===== src/rtl/generational_slot_allocator_defines.svh =====
// ----------------------------------------------------------------------------
// Generational slot allocator assertion macros
// Shared concurrent check forms for the allocator modules.
// ----------------------------------------------------------------------------
`ifndef GENERATIONAL_SLOT_ALLOCATOR_DEFINES_SVH
`define GENERATIONAL_SLOT_ALLOCATOR_DEFINES_SVH

// check on clk_i, off while rst_ni is low
`define GSA_ASSERT(lbl, prop) \
  lbl: assert property (@(posedge clk_i) disable iff (!rst_ni) prop) \
    else $error("generational_slot_allocator: check failed");

// check on an explicit clock and active-low reset
`define GSA_ASSERT_CLK(lbl, clk, rstn, prop) \
  lbl: assert property (@(posedge clk) disable iff (!rstn) prop) \
    else $error("generational_slot_allocator: check failed");

`endif


===== src/rtl/gsa_pkg.sv =====
// ----------------------------------------------------------------------------
// gsa_pkg
// Constants, codes and controller/datapath link types of the slot allocator.
// ----------------------------------------------------------------------------
package gsa_pkg;

  localparam int unsigned SLOTS_DEF    = 1024;
  localparam int unsigned GEN_BITS_DEF = 16;

  localparam int unsigned FUNC_W   = 2;
  localparam int unsigned IDX_PW   = 10;
  localparam int unsigned GEN_PW   = 16;
  localparam int unsigned CNT_PW   = 11;
  localparam int unsigned STATUS_W = 2;

  typedef enum logic [FUNC_W-1:0] {
    FUNC_ALLOC   = 2'd0,
    FUNC_FREE_H  = 2'd1,
    FUNC_FREE_S  = 2'd2,
    FUNC_LOOKUP  = 2'd3
  } func_e;

  typedef enum logic [STATUS_W-1:0] {
    ST_OK      = 2'd0,
    ST_NO_SLOT = 2'd1,
    ST_STALE   = 2'd2
  } status_e;

  typedef struct packed {
    logic capture;
    logic alloc_pop;
    logic alloc_fresh;
    logic res_no_slot;
    logic res_stale;
    logic slot_latch;
    logic gen_latch;
    logic alloc_write;
    logic lookup_ok;
    logic free_write;
    logic out_load;
  } gsa_cmd_t;

  typedef struct packed {
    func_e func;
    logic  fc_nz;
    logic  hw_lt_cap;
    logic  idx_in_range;
    logic  handle_live;
    logic  out_free;
  } gsa_sts_t;

endpackage


===== src/rtl/gsa_ctrl.sv =====
// ----------------------------------------------------------------------------
// gsa_ctrl
// Operation sequencer: steps each request through table reads and writes.
// ----------------------------------------------------------------------------
`include "generational_slot_allocator_defines.svh"

module gsa_ctrl import gsa_pkg::*; (
  input  logic     clk_i,
  input  logic     rst_ni,
  input  logic     in_valid_i,
  output logic     in_stall_o,
  output gsa_cmd_t cmd_o,
  input  gsa_sts_t sts_i
);

  localparam logic [2:0] S_IDLE     = 3'd0;
  localparam logic [2:0] S_ISSUE    = 3'd1;
  localparam logic [2:0] S_ALOC_RD  = 3'd2;
  localparam logic [2:0] S_ALOC_GEN = 3'd3;
  localparam logic [2:0] S_ALOC_WR  = 3'd4;
  localparam logic [2:0] S_CHECK    = 3'd5;
  localparam logic [2:0] S_FREE_MV  = 3'd6;
  localparam logic [2:0] S_DONE     = 3'd7;

  logic [2:0] state_q, state_d;

  assign in_stall_o = (state_q != S_IDLE);

  always_comb begin
    state_d = state_q;
    cmd_o   = '0;
    case (state_q)
      S_IDLE: begin
        if (in_valid_i) begin
          cmd_o.capture = 1'b1;
          state_d       = S_ISSUE;
        end
      end
      S_ISSUE: begin
        if (sts_i.func == FUNC_ALLOC) begin
          if (sts_i.fc_nz) begin
            cmd_o.alloc_pop = 1'b1;
            state_d         = S_ALOC_RD;
          end else if (sts_i.hw_lt_cap) begin
            cmd_o.alloc_fresh = 1'b1;
            state_d           = S_ALOC_WR;
          end else begin
            cmd_o.res_no_slot = 1'b1;
            state_d           = S_DONE;
          end
        end else if (sts_i.idx_in_range) begin
          state_d = S_CHECK;
        end else begin
          cmd_o.res_stale = 1'b1;
          state_d         = S_DONE;
        end
      end
      S_ALOC_RD: begin
        cmd_o.slot_latch = 1'b1;
        state_d          = S_ALOC_GEN;
      end
      S_ALOC_GEN: begin
        cmd_o.gen_latch = 1'b1;
        state_d         = S_ALOC_WR;
      end
      S_ALOC_WR: begin
        cmd_o.alloc_write = 1'b1;
        state_d           = S_DONE;
      end
      S_CHECK: begin
        cmd_o.gen_latch = 1'b1;
        if (!sts_i.handle_live) begin
          cmd_o.res_stale = 1'b1;
          state_d         = S_DONE;
        end else if (sts_i.func == FUNC_LOOKUP) begin
          cmd_o.lookup_ok = 1'b1;
          state_d         = S_DONE;
        end else begin
          state_d = S_FREE_MV;
        end
      end
      S_FREE_MV: begin
        cmd_o.free_write = 1'b1;
        state_d          = S_DONE;
      end
      S_DONE: begin
        // hold until the output register can take the result
        if (sts_i.out_free) begin
          cmd_o.out_load = 1'b1;
          state_d        = S_IDLE;
        end
      end
      default: begin
        state_d = S_IDLE;
      end
    endcase
  end

  always_ff @(posedge clk_i or negedge rst_ni) begin
    if (!rst_ni) begin
      state_q <= S_IDLE;
    end else begin
      state_q <= state_d;
    end
  end

  `GSA_ASSERT(a_accept_issue, in_valid_i && !in_stall_o |=> state_q == S_ISSUE)
  `GSA_ASSERT_CLK(a_load_free, clk_i, rst_ni, cmd_o.out_load |-> sts_i.out_free)

endmodule


===== config.mk =====
export PLATFORM = sky130hd
export DESIGN_NAME = gsa_ctrl
export DESIGN_NICKNAME = d
export VERILOG_FILES = /design/src/rtl/gsa_pkg.sv /design/src/rtl/gsa_ctrl.sv
export VERILOG_INCLUDE_DIRS = /design/src /design/src/rtl
export SDC_FILE = /design/constraint.sdc
export NUM_CORES = 1
export LEC_CHECK = 0
export BUFFER_PORTS_ARGS = -buffer_cell sky130_fd_sc_hd__buf_4
export CORE_AREA = 3 3 40 42
export CTS_BUF_LIST = sky130_fd_sc_hd__clkbuf_4 sky130_fd_sc_hd__clkbuf_8 sky130_fd_sc_hd__clkbuf_16
export DETAILED_ROUTE_END_ITERATION = 12
export DIE_AREA = 0 0 43 45
export PLACE_DENSITY = 0.57
export SKIP_CTS_REPAIR_TIMING = 1
export SLEW_MARGIN = 20
export SYNTH_ARGS = -nofsm -noshare
export SYNTH_HDL_FRONTEND = slang
export SYNTH_SLANG_ARGS = --single-unit
export TNS_END_PERCENT = 5

===== constraint.sdc =====
create_clock -name clk_i -period 1.3 [get_ports clk_i]
set_input_delay 0.26 -clock clk_i [delete_from_list [all_inputs] [get_ports clk_i]]
set_output_delay 0.26 -clock clk_i [all_outputs]
set_load 0.05 [all_outputs]

Word level (Yosys, flattened, before mapping)
Index checks and enable logic that the tools add are counted.
{"block": "totals", "reg_bits": 3, "inputBits": 10, "output_inout_bits": 12, "word_cells": 47}
{"block": "op_classes", "eq_ne": 10, "n_mux": 30, "reduce_logical": 6}
{"op": "2-to-1 mux 3 bit", "count": 7}
{"op": "one-hot mux 3 bit (7 select lines)", "count": 1}
{"op": "2-to-1 mux 1 bit", "count": 18}
{"op": "== test 3 bit (second input constant)", "count": 4}
{"op": "== test 3 x 2 -> 1 bit (second input constant)", "count": 2}
{"op": "2-to-1 mux 2 bit", "count": 3}
{"op": "!= test 2 bit (second input constant)", "count": 2}
{"op": "OR reduction 2 bit", "count": 2}
{"op": "== test 3 x 1 -> 1 bit (second input constant)", "count": 1}
{"op": "zero test 3 bit", "count": 1}
{"op": "nonzero test 3 bit", "count": 1}
{"op": "== test 2 bit (second input constant)", "count": 1}
{"op": "zero test 2 bit", "count": 1}
{"op": "one-hot mux 1 bit (2 select lines)", "count": 1}
{"op": "AND reduction 2 bit", "count": 1}

Longest topological paths before layout
{"block": "depth", "ltp_word": 4, "ltp_mapped": 4, "depth_no_buf": 3}

Least setup slack after synthesis
No wires, ideal clock.
{"block": "synth_timing", "kind": "input to output", "startpoint": "input sts_i[4] (netlist name)", "endpoint": "output cmd_o[8] (netlist name)", "arrival_time_ps": 1853, "t_required_ps": 1040, "setup_slack_ps": -813, "cell_stages": 2, "n_path_buf": 0, "cell_sequence": "or4b_4 -> nor3_1"}
{"element": "start: declaration", "line_no": "gsa_ctrl.sv:13", "source": "input gsa_sts_t sts_i"}
{"element": "end: declaration", "line_no": "gsa_ctrl.sv:12", "source": "output gsa_cmd_t cmd_o,"}

==> flow_metrics.env <==
export IMPL_p_leak_nw=0.346
export IMPL_timing_critical_path_to_type="primary output"
export IMPL_yosysMostFrequentCell="sky130_fd_sc_hd__nor2_1"
export IMPL_routed_via_density=4.67
export IMPL_grt_start_max_net_pins=8
export IMPL_cts_buffers=3
export IMPL_cp_arrival_ns=1.36
export IMPL_antennaDiodeCount=0
export IMPL_sequential_area_share_after_synthesis_pct=22.8
export IMPL_timing_final_max_slew_violations=0
export IMPL_count_of_nets_left_with_antenna_violations_after_detail_routing=0
export IMPL_pwr_share_comb_pct=73.8
export IMPL_postSynth_asyncResetShare_pct=100
export IMPL_slowest_stage_delay_on_critical_path_ns=0.45
export IMPL_cts_tree="built"
export IMPL_netSwitchingFraction_pct=47.3
export IMPL_instance_count_of_the_mapped_netlist=43
export IMPL_first_global_vias=396
export IMPL_path_class="register to primary output"
export IMPL_fill_cells=124
export IMPL_met2_wirelength_um=512
export IMPL_areaGrowthSynthToFinish_pct=127
export IMPL_synth_seq_cells=3
export IMPL_globalRouteTotalUtil_pct=11.3
export IMPL_grt_antenna_before_repair=0
export IMPL_registers_with_the_most_flip_flops="state_q: 3 flops"
export IMPL_critical_path_cell_chain="or3_4 > a21oi_4 > buf_6"
export IMPL_detail_route_drc_violations=0
export IMPL_critical_path_slowest_cell="sky130_fd_sc_hd__dfrtp_2"
export IMPL_netlist_top_cell_by_area="sky130_fd_sc_hd__dfrtp_1"
export IMPL_rsz0062_at_grt="yes"
export IMPL_setup_worst_path_start_class="register"
export IMPL_hold_class="primary input to register"
export IMPL_largest_register_ff_count=3
export IMPL_power_density_nw_per_um2=2060
export IMPL_finalCriticalPeriod_ns=1.62
export IMPL_die_w_um=43
export IMPL_drt_initial_drc_count=2
export IMPL_final_setup_viol_count=12
export IMPL_max_clock_freq_mhz=616
export IMPL_clock_sinks=3
export IMPL_postSynthNetCount=53
export IMPL_floorplan_io_pins=22
export IMPL_clk_transition_reported_paths_ns=0.04
export IMPL_syn_mean_instance_area_um2=7.65
export IMPL_post_route_cells_drive_above_1_share_pct=73.8
export IMPL_post_drt_wl_per_cell_um=10.2
export IMPL_routedLengthMet1_um=396
export IMPL_nNetsFinal=91
export IMPL_power_switching_mw=0.727
export IMPL_p_clk_share_pct=11.8
export IMPL_ys_warnings_count=0
export IMPL_layout_setup_ws_ns=-0.324
export IMPL_critPathRequiredTime_ns=1.04
export IMPL_top_signal_layer_used="met3"
export IMPL_irDropWorstVdd_v=0.00119
export IMPL_cts_buffer_depth=2
export IMPL_floorplan_die_area_um2=1940
export IMPL_grt_pass1_wl_um=1580
export IMPL_largest_register="state_q"
export IMPL_clk_latency_ns=0.23
export IMPL_route_vias_total=444
export IMPL_pre_cts_ws_ns=-0.232
export IMPL_layout_worst_path_cycle_share_pct=125
export IMPL_critPathMaxFanout=6
export IMPL_internal_power_mw=0.811
export IMPL_hpwl_after_detailed_placement_um=775
export IMPL_maximum_capacitance_violations=0
export IMPL_place_port_buffers=21
export IMPL_portion_of_synthesized_cell_area_occupied_by_the_leading_cell_type_pct=22.8
export IMPL_synth_edff_count=0
export IMPL_die_y_um=45
export IMPL_first_pass_iters=2
export IMPL_cts_htree_levels=1
export IMPL_synthFlopType="sky130_fd_sc_hd__dfrtp_1"
export IMPL_grt_overflow_total=0
export IMPL_status="finished with violations"
export IMPL_root_buffer="sky130_fd_sc_hd__clkbuf_4"
export IMPL_hold_viol_final=0
export IMPL_worst_slew_margin_rel_pct=85.7
export IMPL_finalCoreUtilization_pct=58.2
export IMPL_finalClockSkew_ns=0.00206
export IMPL_initial_core_util_pct=25.6
export IMPL_power_frac_seq_pct=14.4
export IMPL_synth_cell_type_count=20
export IMPL_synth_area_um2=329
export IMPL_tightest_slew_ns=0.215
export IMPL_globalplace_congestion=0.764
export IMPL_floorplan_rows=13
export IMPL_met3WireLength_um=63
export IMPL_core_region_area_um2=1280
export IMPL_synth_area_top_cells="sky130_fd_sc_hd__dfrtp_1 23%, sky130_fd_sc_hd__nand2b_1 9.5%, sky130_fd_sc_hd__nor2_1 8.0%"
export IMPL_route_final_wire_length_um=972
export IMPL_yosys_top_cells_count="7 x sky130_fd_sc_hd__nor2_1, 5 x sky130_fd_sc_hd__nand2b_1, 4 x sky130_fd_sc_hd__nand2_1, 3 x sky130_fd_sc_hd__a21oi_1, 3 x sky130_fd_sc_hd__dfrtp_1"
export IMPL_violated_checks="setup timing"
-- power groups by stage --
stage | clock network [mW] | logic, mW | registers, mW
after floorplan | 0 | 0.724 | 0.165
after global placement | 0 | 0.976 | 0.212
after detailed placement | 0 | 0.977 | 0.210
after CTS | 0.187 | 0.979 | 0.209
after global routing | 0.203 | 1.20 | 0.232
final | 0.182 | 1.13 | 0.222
-- cell families after synthesis --
kind of cell,Yosys count,share of synthesized area [%]
and+or+nand+nor,26,44.5
AOI/OAI and AO/OA,10,22.4
buffers and inverters,4,10.3
DFF,3,22.8
-- metal layers --
metal,global-route usage [%],up-vias
met3,3.98,0
met4,7.23,0
li1,-,231
met2,18.0,12
met5,0,-
met1,12.8,201
-- cell type report --
| class | instances | area [um2] | share of cell area, % |
|---|---|---|---|
| Tap cell | 15 | 18.8 | 2.51 |
| Sequential cell | 3 | 78.8 | 10.5 |
| Multi-Input combinational cell | 36 | 303 | 40.5 |
| Inverter | 1 | 3.75 | 0.502 |
| Timing Repair Buffer | 36 | 314 | 42.0 |
| Clock buffer | 4 | 30.0 | 4.01 |
-- critical path, delay by kind of cell, from the launching register on --
family | cells | cell delay, ns
AND/OR/NAND/NOR | 1 | 0.39
flip-flops | 1 | 0.45
buffers and inverters | 1 | 0.17
AO/OA/AOI/OAI | 1 | 0.13
-- final timing paths --
path	startpoint	end	slack, ns	cells past startpoint
min	in_valid_i	state_q[0]	0.26	2
max	state_q[2]	cmd_o[6]	-0.32	3
min in group asynchronous	rst_ni	state_q[0]	0.36	2
max in group asynchronous	rst_ni	state_q[1]	0.84	2
max reg2reg	state_q[1]	state_q[2]	0	3
min reg2reg	state_q[0]	state_q[1]	0.66	2
-- stage by stage --
| stage | TNS [ns] | cells | area (um2) | total power [mW] | hold WS (ns) |
|---|---|---|---|---|---|
| final | -2.69 | 95 | 748 | 1.54 | 0.261 |
| after detailed placement | -1.11 | 88 | 633 | 1.19 | 0.0488 |
| after CTS | -3.72 | 92 | 663 | 1.37 | -0.197 |
| after floorplan | -1.68 | 43 | 400 | 0.888 | -0.0356 |
| after global routing | -3.57 | 95 | 748 | 1.64 | 0.257 |
| after global placement | -1.14 | 88 | 633 | 1.19 | 0.0488 |
-- layout by cell type (no fill, tap or decap), types with 2 or more instances in the layout --
master and count:
sky130_fd_sc_hd__buf_4 24, sky130_fd_sc_hd__nor2_1 3, sky130_fd_sc_hd__nor2_2 3, sky130_fd_sc_hd__nor3b_2 2, sky130_fd_sc_hd__and3_1 2, sky130_fd_sc_hd__nand2b_1 4
sky130_fd_sc_hd__nand2_1 3, sky130_fd_sc_hd__o21ai_0 2, sky130_fd_sc_hd__buf_6 11, sky130_fd_sc_hd__dfrtp_2 3, sky130_fd_sc_hd__clkbuf_4 4, sky130_fd_sc_hd__or3_4 2
sky130_fd_sc_hd__nor3_4 2, sky130_fd_sc_hd__a21oi_1 2
Power figures use the tool's default switching activity.
